--- src/iecda_pkg.sv ---
// ----------------------------------------------------------------------------
// iecda_pkg
// Shared types and constants for the IEC direct address parser.
// ----------------------------------------------------------------------------
package iecda_pkg;

    // byte index accumulator width (8..32)
    localparam int INDEX_WIDTH = 16;
    localparam int BYTE_OUT_W  = 16;
    localparam int BYTE_EXT_W  = (INDEX_WIDTH > BYTE_OUT_W) ? INDEX_WIDTH : BYTE_OUT_W;
    // headroom for acc * 10 + 9
    localparam int BYTE_ACC_W  = INDEX_WIDTH + 4;

    // characters
    localparam logic [7:0] CH_NUL     = 8'h00;
    localparam logic [7:0] CH_PERCENT = 8'h25;
    localparam logic [7:0] CH_DOT     = 8'h2E;
    localparam logic [7:0] CH_I       = 8'h49;
    localparam logic [7:0] CH_Q       = 8'h51;
    localparam logic [7:0] CH_X       = 8'h58;
    localparam logic [7:0] CH_B       = 8'h42;
    localparam logic [7:0] CH_W       = 8'h57;
    localparam logic [7:0] CH_D       = 8'h44;
    localparam logic [7:0] CH_L       = 8'h4C;

    localparam logic [3:0] BIT_MAX    = 4'd7;
    localparam logic [3:0] BIT_SAT    = 4'd8;
    localparam logic [3:0] BIT_NONE   = 4'hF;

    // size codes
    localparam logic [2:0] SIZE_X = 3'd0;
    localparam logic [2:0] SIZE_B = 3'd1;
    localparam logic [2:0] SIZE_W = 3'd2;
    localparam logic [2:0] SIZE_D = 3'd3;
    localparam logic [2:0] SIZE_L = 3'd4;

    localparam logic DIR_IN  = 1'b0;
    localparam logic DIR_OUT = 1'b1;

    typedef enum logic [6:0] {
        PH_PERCENT    = 7'b0000001,
        PH_DIR        = 7'b0000010,
        PH_SIZE       = 7'b0000100,
        PH_BYTE_FIRST = 7'b0001000,
        PH_BYTE_MORE  = 7'b0010000,
        PH_BIT_FIRST  = 7'b0100000,
        PH_BIT_MORE   = 7'b1000000
    } t_phase;

    typedef struct packed {
        logic                         valid_res;
        logic                         direction;
        logic [2:0]                   size_code;
        logic [BYTE_OUT_W-1:0]        byte_addr;
        logic signed [3:0]            bit_pos;
    } t_result;

endpackage

--- src/iecda_parser.sv ---
// ----------------------------------------------------------------------------
// iecda_parser
// Grammar state machine and index accumulators; one character per step.
// ----------------------------------------------------------------------------
module iecda_parser (
    input  logic                i_clk,
    input  logic                i_rst_n,
    input  logic                i_step,
    input  logic [7:0]          i_char,
    output iecda_pkg::t_result  o_result
);
    import iecda_pkg::*;

    t_phase                   r_phase,      n_phase;
    logic                     r_err,        n_err;
    logic                     r_dir,        n_dir;
    logic [2:0]               r_size,       n_size;
    logic [INDEX_WIDTH-1:0]   r_byte_acc,   n_byte_acc;
    logic [3:0]               r_bit_acc,    n_bit_acc;
    logic                     r_bit_given,  n_bit_given;

    logic                     is_digit;
    logic [7:0]               upper;
    logic [3:0]               digit;
    logic [BYTE_ACC_W-1:0]    byte_sum;
    logic                     byte_ovf;
    logic [6:0]               bit_sum;
    logic                     bit_ovf;
    logic                     ok;
    logic [BYTE_EXT_W-1:0]    byte_ext;

    always_comb begin
        is_digit = (i_char inside {[8'h30:8'h39]});
        upper    = (i_char inside {[8'h61:8'h7A]}) ? (i_char - 8'h20) : i_char;
        digit    = i_char[3:0];
        // x10 as shift-add, then saturate at the index limit
        byte_sum = (BYTE_ACC_W'(r_byte_acc) << 3) + (BYTE_ACC_W'(r_byte_acc) << 1)
                   + BYTE_ACC_W'(digit);
        byte_ovf = (byte_sum > BYTE_ACC_W'({INDEX_WIDTH{1'b1}}));
        bit_sum  = (7'(r_bit_acc) << 3) + (7'(r_bit_acc) << 1) + 7'(digit);
        bit_ovf  = (bit_sum > 7'(BIT_MAX));
    end

    // result seen on a terminator
    always_comb begin
        ok       = !r_err && (r_phase == PH_BYTE_MORE || r_phase == PH_BIT_MORE);
        byte_ext = BYTE_EXT_W'(r_byte_acc);
        o_result = '0;
        if (ok) begin
            o_result.valid_res = 1'b1;
            o_result.direction = r_dir;
            o_result.size_code = r_size;
            o_result.byte_addr = byte_ext[BYTE_OUT_W-1:0];
            if (r_bit_given) begin
                o_result.bit_pos = r_bit_acc;
            end else if (r_size == SIZE_X) begin
                o_result.bit_pos = '0;
            end else begin
                o_result.bit_pos = BIT_NONE;
            end
        end
    end

    always_comb begin
        n_phase     = r_phase;
        n_err       = r_err;
        n_dir       = r_dir;
        n_size      = r_size;
        n_byte_acc  = r_byte_acc;
        n_bit_acc   = r_bit_acc;
        n_bit_given = r_bit_given;
        if (i_char == CH_NUL) begin
            n_phase     = PH_PERCENT;
            n_err       = 1'b0;
            n_dir       = DIR_IN;
            n_size      = SIZE_X;
            n_byte_acc  = '0;
            n_bit_acc   = '0;
            n_bit_given = 1'b0;
        end else if (!r_err) begin
            case (r_phase)
                PH_PERCENT: begin
                    if (i_char == CH_PERCENT) n_phase = PH_DIR;
                    else                      n_err   = 1'b1;
                end
                PH_DIR: begin
                    if (upper == CH_I) begin
                        n_dir   = DIR_IN;
                        n_phase = PH_SIZE;
                    end else if (upper == CH_Q) begin
                        n_dir   = DIR_OUT;
                        n_phase = PH_SIZE;
                    end else begin
                        n_err = 1'b1;
                    end
                end
                PH_SIZE: begin
                    n_phase = PH_BYTE_FIRST;
                    case (upper)
                        CH_X:    n_size = SIZE_X;
                        CH_B:    n_size = SIZE_B;
                        CH_W:    n_size = SIZE_W;
                        CH_D:    n_size = SIZE_D;
                        CH_L:    n_size = SIZE_L;
                        default: n_err  = 1'b1;
                    endcase
                end
                PH_BYTE_FIRST, PH_BYTE_MORE: begin
                    if (is_digit) begin
                        n_phase    = PH_BYTE_MORE;
                        n_byte_acc = byte_ovf ? {INDEX_WIDTH{1'b1}}
                                              : byte_sum[INDEX_WIDTH-1:0];
                        if (byte_ovf) n_err = 1'b1;
                    end else if (r_phase == PH_BYTE_MORE && i_char == CH_DOT
                                 && r_size == SIZE_X) begin
                        n_bit_given = 1'b1;
                        n_phase     = PH_BIT_FIRST;
                    end else begin
                        n_err = 1'b1;
                    end
                end
                PH_BIT_FIRST, PH_BIT_MORE: begin
                    if (is_digit) begin
                        n_phase   = PH_BIT_MORE;
                        n_bit_acc = bit_ovf ? BIT_SAT : bit_sum[3:0];
                        if (bit_ovf) n_err = 1'b1;
                    end else begin
                        n_err = 1'b1;
                    end
                end
                default: n_err = 1'b1;
            endcase
        end
    end

    always_ff @(posedge i_clk) begin
        if (!i_rst_n) begin
            r_phase     <= PH_PERCENT;
            r_err       <= 1'b0;
            r_dir       <= DIR_IN;
            r_size      <= SIZE_X;
            r_byte_acc  <= '0;
            r_bit_acc   <= '0;
            r_bit_given <= 1'b0;
        end else if (i_step) begin
            r_phase     <= n_phase;
            r_err       <= n_err;
            r_dir       <= n_dir;
            r_size      <= n_size;
            r_byte_acc  <= n_byte_acc;
            r_bit_acc   <= n_bit_acc;
            r_bit_given <= n_bit_given;
        end
    end

endmodule

--- src/iec_direct_address_parser_core.sv ---
// ----------------------------------------------------------------------------
// iec_direct_address_parser_core
// Character-serial parser for IEC 61131 direct addresses (%IX3.5, %QW12).
// ----------------------------------------------------------------------------
// Input channel: one ASCII character per word on i_char_code, handshake
// i_in_valid / o_in_stall. A zero character terminates the address.
// Output channel: one result word per terminator, handshake o_out_valid /
// i_out_stall, fields o_valid_res, o_direction, o_size_code, o_byte_addr,
// o_bit_pos. Non-terminator characters produce no output word.
// Pipeline: input register -> parse logic -> result register. A character
// is taken every cycle unless o_in_stall is high; a terminator's result
// goes through the input register and the result register to o_out_valid.
// Throughput: one character per cycle while o_in_stall is low, set by the
// state update (one times-ten accumulate and compare per character).
// Stall: while a result waits in the result register under i_out_stall,
// ordinary characters keep flowing; a second terminator holds in the input
// register and o_in_stall rises until the result word is taken.
// Reset (synchronous, active low): parser returns to expecting '%',
// both pipeline registers are emptied.
// Errors are sticky until the terminator; an errored address returns
// o_valid_res = 0 with all other fields zero.
// ----------------------------------------------------------------------------
module iec_direct_address_parser_core (
    input  logic                                i_clk,
    input  logic                                i_rst_n,
    input  logic                                i_in_valid,
    output logic                                o_in_stall,
    input  logic [7:0]                          i_char_code,
    output logic                                o_out_valid,
    input  logic                                i_out_stall,
    output logic                                o_valid_res,
    output logic                                o_direction,
    output logic [2:0]                          o_size_code,
    output logic [iecda_pkg::BYTE_OUT_W-1:0]    o_byte_addr,
    output logic signed [3:0]                   o_bit_pos
);
    import iecda_pkg::*;

    // input register
    logic        r_in_valid;
    logic [7:0]  r_in_char;
    // result register
    logic        r_out_valid;
    t_result     r_out;

    t_result     step_result;
    logic        is_term;
    logic        slot_free;
    logic        proceed;
    logic        in_accept;

    // only a terminator needs the result slot
    assign is_term    = (r_in_char == CH_NUL);
    assign slot_free  = !r_out_valid || !i_out_stall;
    assign proceed    = r_in_valid && (!is_term || slot_free);
    assign o_in_stall = r_in_valid && !proceed;
    assign in_accept  = i_in_valid && !o_in_stall;

    iecda_parser u_parser (
        .i_clk    (i_clk),
        .i_rst_n  (i_rst_n),
        .i_step   (proceed),
        .i_char   (r_in_char),
        .o_result (step_result)
    );

    always_ff @(posedge i_clk) begin
        if (!i_rst_n) begin
            r_in_valid <= 1'b0;
        end else if (in_accept) begin
            r_in_valid <= 1'b1;
        end else if (proceed) begin
            r_in_valid <= 1'b0;
        end
    end

    always_ff @(posedge i_clk) begin
        if (in_accept) begin
            r_in_char <= i_char_code;
        end
    end

    always_ff @(posedge i_clk) begin
        if (!i_rst_n) begin
            r_out_valid <= 1'b0;
        end else if (proceed && is_term) begin
            r_out_valid <= 1'b1;
        end else if (!i_out_stall) begin
            r_out_valid <= 1'b0;
        end
    end

    always_ff @(posedge i_clk) begin
        if (proceed && is_term) begin
            r_out <= step_result;
        end
    end

    assign o_out_valid = r_out_valid;
    assign o_valid_res = r_out.valid_res;
    assign o_direction = r_out.direction;
    assign o_size_code = r_out.size_code;
    assign o_byte_addr = r_out.byte_addr;
    assign o_bit_pos   = r_out.bit_pos;

endmodule

--- config.mk ---
export PLATFORM = sky130hd
export DESIGN_NAME = iec_direct_address_parser_core
export DESIGN_NICKNAME = d
export VERILOG_FILES = /design/src/iecda_pkg.sv /design/src/iecda_parser.sv /design/src/iec_direct_address_parser_core.sv
export SDC_FILE = /design/constraint.sdc
export NUM_CORES = 1
export LEC_CHECK = 0
export BUFFER_PORTS_ARGS = -buffer_cell sky130_fd_sc_hd__buf_2
export CELL_PAD_IN_SITES_DETAIL_PLACEMENT = 0
export CELL_PAD_IN_SITES_GLOBAL_PLACEMENT = 2
export CORE_MARGIN = 2
export CORE_UTILIZATION = 41
export CTS_CLUSTER_SIZE = 28
export DETAILED_ROUTE_END_ITERATION = 16
export GPL_TIMING_DRIVEN = 0
export PLACE_DENSITY_LB_ADDON = 0.1
export SYNTH_ARGS = -nofsm -noshare
export SYNTH_HDL_FRONTEND = slang
export SYNTH_SLANG_ARGS = --single-unit
export TNS_END_PERCENT = 1
--- constraint.sdc ---
create_clock -name i_clk -period 10.1 [get_ports i_clk]
set_input_delay 2.02 -clock i_clk [delete_from_list [all_inputs] [get_ports i_clk]]
set_output_delay 2.02 -clock i_clk [all_outputs]
set_load 0.02 [all_outputs]
; Word level (Yosys, flattened, before mapping)
; Index checks and enable logic that the tools add are counted.
[word_totals]
regBits = 68
wordCells = 141
[classes]
n_addsub = 5
order_cmp = 6
eq_ne = 23
mux = 53
reduce_logical = 39
[ops]
columns = operator, count
row1 = 16-bit 2-to-1 mux, 5
row2 = 8-bit by 7-bit == test with 1-bit output (second input constant), 7
row3 = 7-bit 2-to-1 mux, 8
row4 = 7-bit case mux with 5 select lines, 1
row5 = 4-bit 2-to-1 mux, 7
row6 = 1-bit 2-to-1 mux, 25
row7 = 25-bit 2-to-1 mux, 1
row8 = 19-bit by 17-bit adder with 20-bit output, 1
row9 = 20-bit by 4-bit adder with 20-bit output, 1
row10 = 20-bit by 16-bit greater-than comparator with 1-bit output (second input constant), 1
row11 = 8-bit by 6-bit == test with 1-bit output (second input constant), 2
row12 = 4-bit AND reduction, 4
row13 = 3-bit case mux with 5 select lines, 1
row14 = 2-bit nonzero test, 7
row15 = 6-bit nonzero test, 2
row16 = 1-bit logical AND, 9
row17 = 3-bit 2-to-1 mux, 3
row18 = 8-bit by 6-bit greater-or-equal comparator with 1-bit output (second input constant), 1
row19 = 8-bit by 7-bit greater-or-equal comparator with 1-bit output (second input constant), 1
row20 = 8-bit by 6-bit less-or-equal comparator with 1-bit output (second input constant), 1
row21 = 8-bit by 7-bit less-or-equal comparator with 1-bit output (second input constant), 1
row22 = 8-bit logical NOT, 1
row23 = 8-bit 2-to-1 mux, 1
row24 = 4-bit by 2-bit inequality test with 1-bit output (second input constant), 2
row25 = other kinds (23), 33

; Depth between registers and ports, before layout
; Gate-level depths: netlist of run 1.
[depth]
depth_word = 9
ltp_mapped = 11
mapped_depth_nobuf = 10

; Cells and area by module
; From an unflattened synthesis of run 1, not the netlist that was laid out.
[hier_totals]
cells_unflattened = 454
area_unflattened_um2 = 4300.4
[by_module_without_submodules]
columns = mod, instances, cells_each, area_each_um2, seq_area_each_um2
row1 = iecda_parser, 1, 403, 3158.0, 660.6
row2 = iec_direct_address_parser_core, 1, 51, 1142.3, 1031.0

; Least setup slack after synthesis of run 1
; OpenSTA, ideal clock, no wires.
[synth_path]
kind = input port to output port
from = input port i_out_stall
to = output port o_in_stall
t_arrival_ns = 2.470
t_required_ns = 8.080
slack_ns = 5.610
path_stages = 2
path_cell_list = nand2_1 nor2_1
[synth_via]
elab_chain_len = 6
[synth_lines]
columns = item, line
row1 = start: declaration, iec_direct_address_parser_core.sv:30  ; input logic i_out_stall,
row2 = 1-bit logical NOT, -
row3 = 1-bit logical OR, iec_direct_address_parser_core.sv:54  ; assign slot_free = !r_out_valid || !i_out_stall;
row4 = 1-bit logical OR, iec_direct_address_parser_core.sv:55  ; assign proceed = r_in_valid && (!is_term || slot_free);
row5 = 1-bit logical AND, iec_direct_address_parser_core.sv:55
row6 = 1-bit logical NOT, iec_direct_address_parser_core.sv:56  ; assign o_in_stall = r_in_valid && !proceed;
row7 = 1-bit logical AND, iec_direct_address_parser_core.sv:56
row8 = end: declaration, iec_direct_address_parser_core.sv:27  ; output logic o_in_stall,
; No other way between the ends.

; Worst setup path in the final report of run 1
[layout_path]
from = register r_in_char[1]
to = output port o_in_stall
[layout_via]
elab_chain_len = 6
[layout_lines]
columns = item, line
row1 = start: declaration, iec_direct_address_parser_core.sv:41  ; logic [7:0] r_in_char;
row2 = start signal: assignment, iec_direct_address_parser_core.sv:79  ; r_in_char <= i_char_code;
row3 = 8-bit logical NOT, iec_direct_address_parser_core.sv:53  ; assign is_term = (r_in_char == CH_NUL);
row4 = 1-bit logical NOT, iec_direct_address_parser_core.sv:55
row5 = 1-bit logical OR, iec_direct_address_parser_core.sv:55
row6 = 1-bit logical AND, iec_direct_address_parser_core.sv:55
row7 = 1-bit logical NOT, iec_direct_address_parser_core.sv:56
row8 = 1-bit logical AND, iec_direct_address_parser_core.sv:56
; No other way between the ends.

==> results of run 1 <==
report_power, final:
| group | leakage, nW | total [W] | switching [W] | internal, W |
|---|---|---|---|---|
| sequential | 0.605 | 0.000295 | 0.00000493 | 0.000290 |
| combinational | 1.42 | 0.0000291 | 0.0000179 | 0.0000112 |
| clock | 0.0947 | 0.000225 | 0.000104 | 0.000121 |
| total | 2.12 | 0.000549 | 0.000126 | 0.000423 |
cell type report:
class	instances	area share
multi-input cells	346	0.514
flip-flops and latches	68	0.344
repair buffers	37	0.0376
well taps	136	0.0346
clock buffers	14	0.0310
plain buffers	24	0.0242
inverters	10	0.00763
clock inverters	2	0.00712
registers in the layout (all words and copies together) (netlist names):
name and count:
o_byte_addr 16, u_parser.byte_ext 16, r_in_char 8, u_parser.r_phase 7, o_bit_pos 4, u_parser.r_bit_acc 4
o_size_code 3, u_parser.r_size 3, o_direction 1, o_out_valid 1, o_valid_res 1, r_in_valid 1
u_parser.r_bit_given 1, u_parser.r_dir 1, u_parser.r_err 1
per-layer routing:
layer  vias up  global-route usage
met3        15              0.0321
met2        86               0.289
met5         -                   0
met1      1685               0.284
met4         0              0.0816
li1       1785                   -
worst max-delay path by stage:
| stage | startpoint | to | slack (ns) | depth (start not counted) |
|---|---|---|---|---|
| 6_report | r_in_char[1] | o_in_stall | 5.35 | 7 |
| 3_3_place_gp | i_out_stall | o_in_stall | 5.48 | 4 |
| 5_1_grt | r_in_char[1] | o_in_stall | 5.21 | 7 |
| 4_1_cts | r_in_char[1] | o_in_stall | 5.33 | 7 |
| 3_5_place_dp | i_out_stall | o_in_stall | 5.47 | 4 |
| 2_1_floorplan | i_out_stall | o_in_stall | 5.61 | 2 |
tightest hold or removal path, cell delays in order (launching register included):
cell      delay [ns]
dfxtp_1         0.33
nand2_1         0.06
a21boi_1        0.05
through the flow:
stage	total power, W	hold slack [ns]	setup WS [ns]
2_1_floorplan	0.000320	0.428	5.61
3_3_place_gp	0.000330	0.467	5.48
3_5_place_dp	0.000331	0.477	5.47
4_1_cts	0.000556	0.485	5.33
5_1_grt	0.000573	0.513	5.21
6_report	0.000549	0.476	5.35
logic make-up (layout without fill, tap and decap cells):
| kind of cell | after synthesis | after routing | synth area share |
|---|---|---|---|
| AOI/OAI and AO/OA | 116 | 116 | 0.191 |
| xor gates and xnor gates | 19 | 19 | 0.0380 |
| adders and majority gates | 43 | 43 | 0.130 |
| buffers and inverters | 34 | 87 | 0.0357 |
| DFF | 68 | 68 | 0.387 |
| muxes | 3 | 3 | 0.00715 |
| and+or+nand+nor | 165 | 165 | 0.212 |
synthesized netlist by cell type (all sizes together) (9+ instances only):
cell type   n
dfxtp      35
a21boi      9
edfxtp     33
a221o      15
xnor2       9
nand3      15
o211ai      9
a21oi      29
nor2       30
and2       25
nor3       13
inv        10
buf         9
clkbuf     15
nand2      24
o21ai      19
ha         39
xor2       10
==> impl_metrics.tcl, run 1 <==
set metrics [dict create \
    holdPathStages 2 \
    dr.pass1.iters 4 \
    fillCellCount 1023 \
    hold_path.startpoint "u_parser.r_bit_acc[3]" \
    mostFrequentLayoutCells "42 x buf_2, 39 x ha_1, 35 x dfxtp_1" \
    synth_top_area_cell "edfxtp_1" \
    gr-total-overflow 0 \
    path_buf_inv 3 \
    worst_hold_path.endpoint "u_parser.r_bit_acc[3]" \
    worst_setup_path_start_kind "register" \
    synth_edf_count 33 \
    place_area_um2 4730 \
    synth_seq_cells 68 \
    cts.htree.levels 3 \
    critPathKind "reg -> out" \
    fmax_mhz 211 \
    cp.arrival_ns 2.73 \
    status "finished clean" \
    layout-drive-gt1-share 0.144 \
    p_per_area_nw_per_um2 112 \
    antenna_found_initial 0 \
    seqCellArea_um2 1690 \
    cap_violations 0 \
    cts_resized 0 \
    netlist_area_um2 4380 \
    post_cts_buffers 0 \
    cp_top_family "simple AND/OR/NAND/NOR gates" \
    die-area_um2 11500 \
    clkTransAtPathRegs_ns 0.07 \
    slowest_stage "or4_4" \
    drt_wl_total_mm 10.6 \
    reg2reg_depth 10 \
    hold_buffers 0 \
    drcViolationCount 0 \
    worstMarginPinSlew_ns 1.05 \
    worstSkewPairLatency_ns 0.35 \
    clk_path_buf_depth 2 \
    r2r_start "r_in_char[3]" \
    setup_viol 0 \
    netlist_top_cells_area "edfxtp_1 23%, dfxtp_1 16%, ha_1 11%" \
    track_usage 0.196 \
    grt_pass1_wl_mm 17.4 \
    finalMaxSlewViolations 0 \
    required_ns 8.08 \
    antenna_left 0 \
    wl_met2_mm 4.54 \
    slew_headroom 0.296 \
    ys_warn_count 0 \
    synthFlopType "dfxtp_1" \
    cts_made_buffers 9 \
    yosysUniqueCellTypes 65 \
    place.gp.congestion 0.823 \
    dr_total_vias 3571 \
    drt-vias-per-instance 5.61 \
    cts_sinks 68 \
    worstReg2RegEnd "u_parser.byte_ext[5]" \
    peakVddDrop_mv 0.0683 \
    max_stage_delay_ns 0.53 \
    diodes 0 \
    min_period_over_period 0.470 \
    drtIter0Drc 205 \
    crit_top_cell "buf_2" \
    avgSynthCellArea_um2 9.77 \
    end_kind "primary output" \
    wl_met3_um 530 \
    die_h_um 107 \
    top_layer "met4" \
    hp-class "reg -> reg" \
    dp_cells 621 \
    finalHoldViolations 0 \
    clock-root-buffer "clkbuf_8" \
    rsz0062_at_grt "no" \
    p_leak_nw 2.12 \
    synthArstFlopShare 0 \
    die_width_um 107 \
    initial_core_util 0.424 \
    core_area_um2 10300 \
    synth_top_area_frac 0.226 \
    netlist_instances 448 \
    hpwl_mm 7.98 \
    io_buffers 37 \
    finClkSkew_ns 0.00838 \
    areaGrowthSynthToFinish_pct 12.4 \
    layout_commonest_cell "buf_2" \
    syn_nets 503 \
    setup_tns_ns 0 \
    io_pins 39 \
    wl_per_cell_um 16.6 \
    first_global_vias 3444 \
    timing.critical_path.cells "buf_6 -> or4_4 -> nor4b_4 -> buf_2 -> nand2_1 -> nor2_1 -> buf_2" \
    cts_tree "done" \
    stdcell_count 637 \
    yosysSeqAreaShare 0.387 \
    placementRows 37 \
    rrSetupSlack_ns 6.41 \
    grt_max_degree 26 \
    utilization 0.477 \
    final_area_um2 4920 \
    m1WireLength_mm 5.29 \
    min_period_ns 4.75 \
    final_nets 551 \
    cp_max_fo 10 \
    multi_input_area_um2 2530 \
]
Power figures use the tool's default switching activity.
==> run 2, diff against run 1 <==
Settings changed: ABC_AREA set to 1, CORE_UTILIZATION 41 to 32.
Clock period 10.1 ns to 4 ns, I/O delays scaled along.
==> impl_metrics.tcl, run 2 <==
set metrics [dict create \
    dr_total_vias 3883 \
    gr-total-overflow 0 \
    clock-root-buffer "clkbuf_16" \
    synth_top_area_frac 0.219 \
    die_width_um 123 \
    die_h_um 123 \
    drt-vias-per-instance 4.69 \
    areaGrowthSynthToFinish_pct 16.1 \
    finClkSkew_ns 0.00709 \
    synth_top_area_cell "edfxtp_1" \
    cp.arrival_ns 3.66 \
    track_usage 0.165 \
    synth_edf_count 33 \
    post_cts_buffers 0 \
    cts_sinks 68 \
    design_power_total_w 0.00201 \
    diodes 0 \
    rsz0062_at_grt "no" \
    syn_nets 650 \
    synthFlopType "dfxtp_1" \
    dr.pass1.iters 4 \
    yosysUniqueCellTypes 40 \
    finalHoldViolations 0 \
    p_per_area_nw_per_um2 383 \
    fmax_mhz 288 \
    cp_max_fo 10 \
    min_period_ns 3.47 \
    io_buffers 38 \
    final_nets 699 \
    netlist_instances 594 \
    min_period_over_period 0.868 \
    required_ns 4.19 \
    yosysMostFrequentCell "nand2_1" \
    first_global_vias 3658 \
    status "finished clean" \
    synth_common_cells "136 x nand2_1, 82 x inv_1, 69 x nor2_1" \
    antenna_found_initial 0 \
    die-area_um2 15100 \
    grt_pass1_wl_mm 18.9 \
    utilization 0.379 \
    setup_tns_ns 0 \
    setup_viol 0 \
    cts_made_buffers 9 \
    hpwl_mm 9.33 \
    mostFrequentLayoutCells "136 x nand2_1, 82 x inv_1, 69 x nor2_1" \
    layout_commonest_cell "nand2_1" \
    cts.htree.levels 3 \
    finalMaxSlewViolations 0 \
    clk_path_buf_depth 2 \
    worstMarginPinSlew_ns 1.01 \
    peakVddDrop_mv 0.203 \
    avgSynthCellArea_um2 7.63 \
    initial_core_util 0.326 \
    end_kind "register" \
    cts_tree "done" \
    io_pins 39 \
    worstSkewPairLatency_ns 0.33 \
    slew_headroom 0.328 \
    drcViolationCount 0 \
    cts_resized 0 \
    drt_wl_total_mm 11.7 \
    worst_setup_path_start_kind "register" \
    core_area_um2 13900 \
    holdWs_ns 0.485 \
    stdcell_count 828 \
    p_leak_nw 2.52 \
    dp_cells 812 \
    layout-drive-gt1-share 0.140 \
    ys_warn_count 0 \
    place.gp.congestion 0.797 \
    netlist_top_cells_area "edfxtp_1 22%, dfxtp_1 15%, nand2_1 11%" \
    netlist_area_um2 4530 \
    cap_violations 0 \
    grt_max_degree 26 \
    hold_buffers 0 \
    clkTransAtPathRegs_ns 0.06 \
    yosysSeqAreaShare 0.373 \
    synthArstFlopShare 0 \
    placementRows 43 \
    wl_per_cell_um 14.2 \
    synth_seq_cells 68 \
    critPathKind "reg -> reg" \
    antenna_left 0 \
    drtIter0Drc 124 \
    hp-class "reg -> reg" \
]
[run 2: cell count changes after synthesis, sizes merged, moves of 8 or more]
cell,before,now
nand2,24,143
inv,10,94
nor2,30,77
and2,25,1
a21oi,29,49
nand3,15,34
a221o,15,0
clkbuf,15,4
a21boi,9,0
nand4,5,14
o211ai,9,0
nand2b,8,0
nor2b,8,0
[run 2: worst max-delay path, stage by stage, from the launching register on]
cell	delay, ns
edfxtp_1	0.58
fa_1	0.60
fa_1	0.45
nand2_1	0.10
nand2_1	0.10
nand3_1	0.11
nand2_1	0.13
nand2_1	0.11
nand2_1	0.05
nand2_1	0.05
nand2_1	0.05
nor2_1	0.23
nand2_1	0.22
buf_2	0.23
o21ai_0	0.21
a21oi_1	0.09
[run 2: cells by family after synthesis]
| family | count (synthesis) | share of synthesized area |
|---|---|---|
| buffers and inverters | 102 | 0.0892 |
| xor gates and xnor gates | 13 | 0.0251 |
| and+or+nand+nor | 285 | 0.288 |
| AOI/OAI and AO/OA | 82 | 0.0964 |
| DFF | 68 | 0.373 |
| adders and majority gates | 44 | 0.128 |
[run 2: power breakdown]
group | internal [W] | total (W) | switching [W]
Combinational | 0.000121 | 0.000377 | 0.000256
Sequential | 0.000758 | 0.000797 | 0.0000386
Clock | 0.000543 | 0.000839 | 0.000296
Total | 0.00142 | 0.00201 | 0.000591
[run 2: per-stage QoR]
step	cell area [µm²]	setup WS [ns]
after floorplan	4530	1.25
after global routing	5260	0.207
after detailed placement	4950	0.459
after CTS	5260	0.448
final	5260	0.528
after global placement	4950	0.447
[run 2: metal layers]
metal | part of all wire | wire length (µm) | vias up | track usage
met1 | 0.51 | 5940 | 1736 | 0.239
met3 | 0.058 | 685 | 6 | 0.0332
met5 | 0 | 0 | - | 0
li1 | - | - | 2059 | -
met4 | 0.0077 | 90 | 0 | 0.0426
met2 | 0.43 | 5030 | 82 | 0.249
[run 2: cell type report]
| class | count | area [µm²] |
|---|---|---|
| plain buffers | 8 | 46.3 |
| clock buffers | 9 | 225 |
| clock inverters | 7 | 90.1 |
| fillers | 1457 | 8620 |
| inverters | 94 | 358 |
| multi-input cells | 424 | 2440 |
| flip-flops and latches | 68 | 1690 |
| well taps | 180 | 225 |
| repair buffers | 38 | 190 |
[run 2: path summary, 6_finish.rpt]
kind	from	to	slack, ns	cells after the start
min	u_parser.r_size[2]	u_parser.r_size[2]	0.48	2
min reg2reg	u_parser.r_size[2]	u_parser.r_size[2]	0.48	2
max	r_in_char[3]	u_parser.byte_ext[3]	0.53	15
max reg2reg	r_in_char[3]	u_parser.byte_ext[3]	0.53	15
==> run 3, diff against run 2 <==
Settings changed: BUFFER_PORTS_ARGS -buffer_cell sky130_fd_sc_hd__buf_2 to -buffer_cell sky130_fd_sc_hd__buf_4.
==> impl_metrics.tcl, run 3 (synthesized netlist as in run 2, its figures left out) <==
set metrics [dict create \
    status "finished clean" \
    dr.pass1.iters 5 \
    clock-root-buffer "clkbuf_16" \
    comb_power_share 0.197 \
    track_usage 0.170 \
    antenna_found_initial 0 \
    cp.arrival_ns 3.70 \
    cts_resized 0 \
    cts_tree "done" \
    antenna_left 0 \
    p_leak_nw 2.53 \
    areaGrowthSynthToFinish_pct 17.5 \
    sequentialPowerShare 0.411 \
    core_area_um2 13900 \
    fillCellCount 1466 \
    post_cts_buffers 0 \
    hp-class "reg -> reg" \
    grt_max_degree 26 \
    utilization 0.384 \
    holdPathStages 2 \
    placementRows 43 \
    drt_wl_total_mm 11.8 \
    worstMarginPinSlew_ns 0.986 \
    max_stage_delay_ns 0.58 \
    peakVddDrop_mv 0.253 \
    finClkSkew_ns 0.00498 \
    finalHoldViolations 0 \
    cap_violations 0 \
    mostFrequentLayoutCells "136 x nand2_1, 82 x inv_1, 69 x nor2_1" \
    slowest_stage "fa_1" \
    finalMaxSlewViolations 0 \
    clkTransAtPathRegs_ns 0.05 \
    hpwl_mm 9.35 \
    cts_sinks 68 \
    place.gp.congestion 0.823 \
    wl_per_cell_um 14.2 \
    worst_setup_path_start_kind "register" \
    crit_cells 15 \
    drtIter0Drc 246 \
    setup_viol 0 \
    cp_top_family "simple AND/OR/NAND/NOR gates" \
    drt-vias-per-instance 4.70 \
    first_global_vias 3823 \
    worstSkewPairLatency_ns 0.33 \
    path_buf_inv 1 \
    min_period_over_period 0.878 \
    io_buffers 38 \
    dr_total_vias 3894 \
    p_per_area_nw_per_um2 363 \
    crit_top_cell "nand2_1" \
    final_nets 699 \
    dp_cells 812 \
    swShare 0.298 \
    end_kind "register" \
    power_frac_clock 0.392 \
    die_h_um 123 \
    min_period_ns 3.51 \
    slew_headroom 0.342 \
    layout_commonest_cell "nand2_1" \
    io_pins 39 \
    critPathKind "reg -> reg" \
    initial_core_util 0.326 \
    stdcell_count 828 \
    hold_buffers 0 \
    cts.htree.levels 3 \
    cts_made_buffers 9 \
    rsz0062_at_grt "no" \
    multi_input_area_um2 2440 \
    setup_tns_ns 0 \
    reg2reg_depth 15 \
    diodes 0 \
    die_width_um 123 \
    cp_max_fo 10 \
    seqCellArea_um2 1690 \
    fmax_mhz 285 \
    gr-total-overflow 0 \
    clk_path_buf_depth 2 \
    layout-drive-gt1-share 0.139 \
    required_ns 4.19 \
    grt_pass1_wl_mm 19.5 \
    die-area_um2 15100 \
    drcViolationCount 0 \
    p_sw_w 0.000577 \
    timing.critical_path.cells "fa_1 -> fa_1 -> nand2_1 -> nand2_1 -> nand3_1 -> nand2_1 -> nand2_1 -> nand2_1 -> nand2_1 -> nand2_1 -> nor2_1 -> nand2_1 -> buf_2 -> o21ai_0 -> a21oi_1" \
    internal_power_w 0.00136 \
]
run 3: changes by cell type in the layout (fill, tap and decap cells not counted), sizes merged:
cell and change:
clkbuf +1, bufinv -1, inv -1, clkinvlp +1
run 3: power groups by stage:
stage          Sequential (W)  Combinational, W  Clock, W
2_1_floorplan        0.000801          0.000306         0
3_3_place_gp         0.000810          0.000380         0
3_5_place_dp         0.000810          0.000383         0
4_1_cts              0.000796          0.000385  0.000782
5_1_grt              0.000800          0.000440  0.000811
6_report             0.000796          0.000381  0.000758
run 3: stage by stage:
step	setup slack (ns)	power, W	instance area (µm²)	hold slack [ns]
5_1_grt	0.226	0.00205	5330	0.518
4_1_cts	0.418	0.00196	5330	0.489
3_3_place_gp	0.433	0.00119	5040	0.473
2_1_floorplan	1.25	0.00111	4530	0.459
6_report	0.489	0.00194	5330	0.485
3_5_place_dp	0.427	0.00119	5040	0.481
run 3: worst paths after layout:
check | from | endpoint | slack (ns)
max | r_in_char[3] | u_parser.byte_ext[12] | 0.49
min | u_parser.r_size[0] | u_parser.r_size[0] | 0.49
max reg2reg | r_in_char[3] | u_parser.byte_ext[12] | 0.49
min reg2reg | u_parser.r_size[0] | u_parser.r_size[0] | 0.49
run 3: area by class of cell:
type,count,area share
sequential,68,0.318
timing repair buffer,38,0.0536
buffer,8,0.00869
clock buffer,10,0.0430
clock inverter,6,0.0103
multi-input combinational,424,0.457
tap,180,0.0423
inverter,94,0.0672
run 3: worst reg2reg max path, delay by kind of cell (launching register included):
| kind | cells | cell delay (ns) |
|---|---|---|
| and+or+nand+nor | 10 | 1.23 |
| DFF | 1 | 0.56 |
| AOI/OAI and AO/OA | 2 | 0.29 |
| buffers and inverters | 1 | 0.25 |
| adders and majority gates | 2 | 1.06 |
run 3: metal layers:
layer  vias to the layer above  routed length [µm]  global-route usage
met1                      1746                6030               0.246
met5                         -                   0                   0
met3                        10                 600              0.0360
li1                       2047                   -                   -
met2                        91                5020               0.259
met4                         0                 120              0.0405
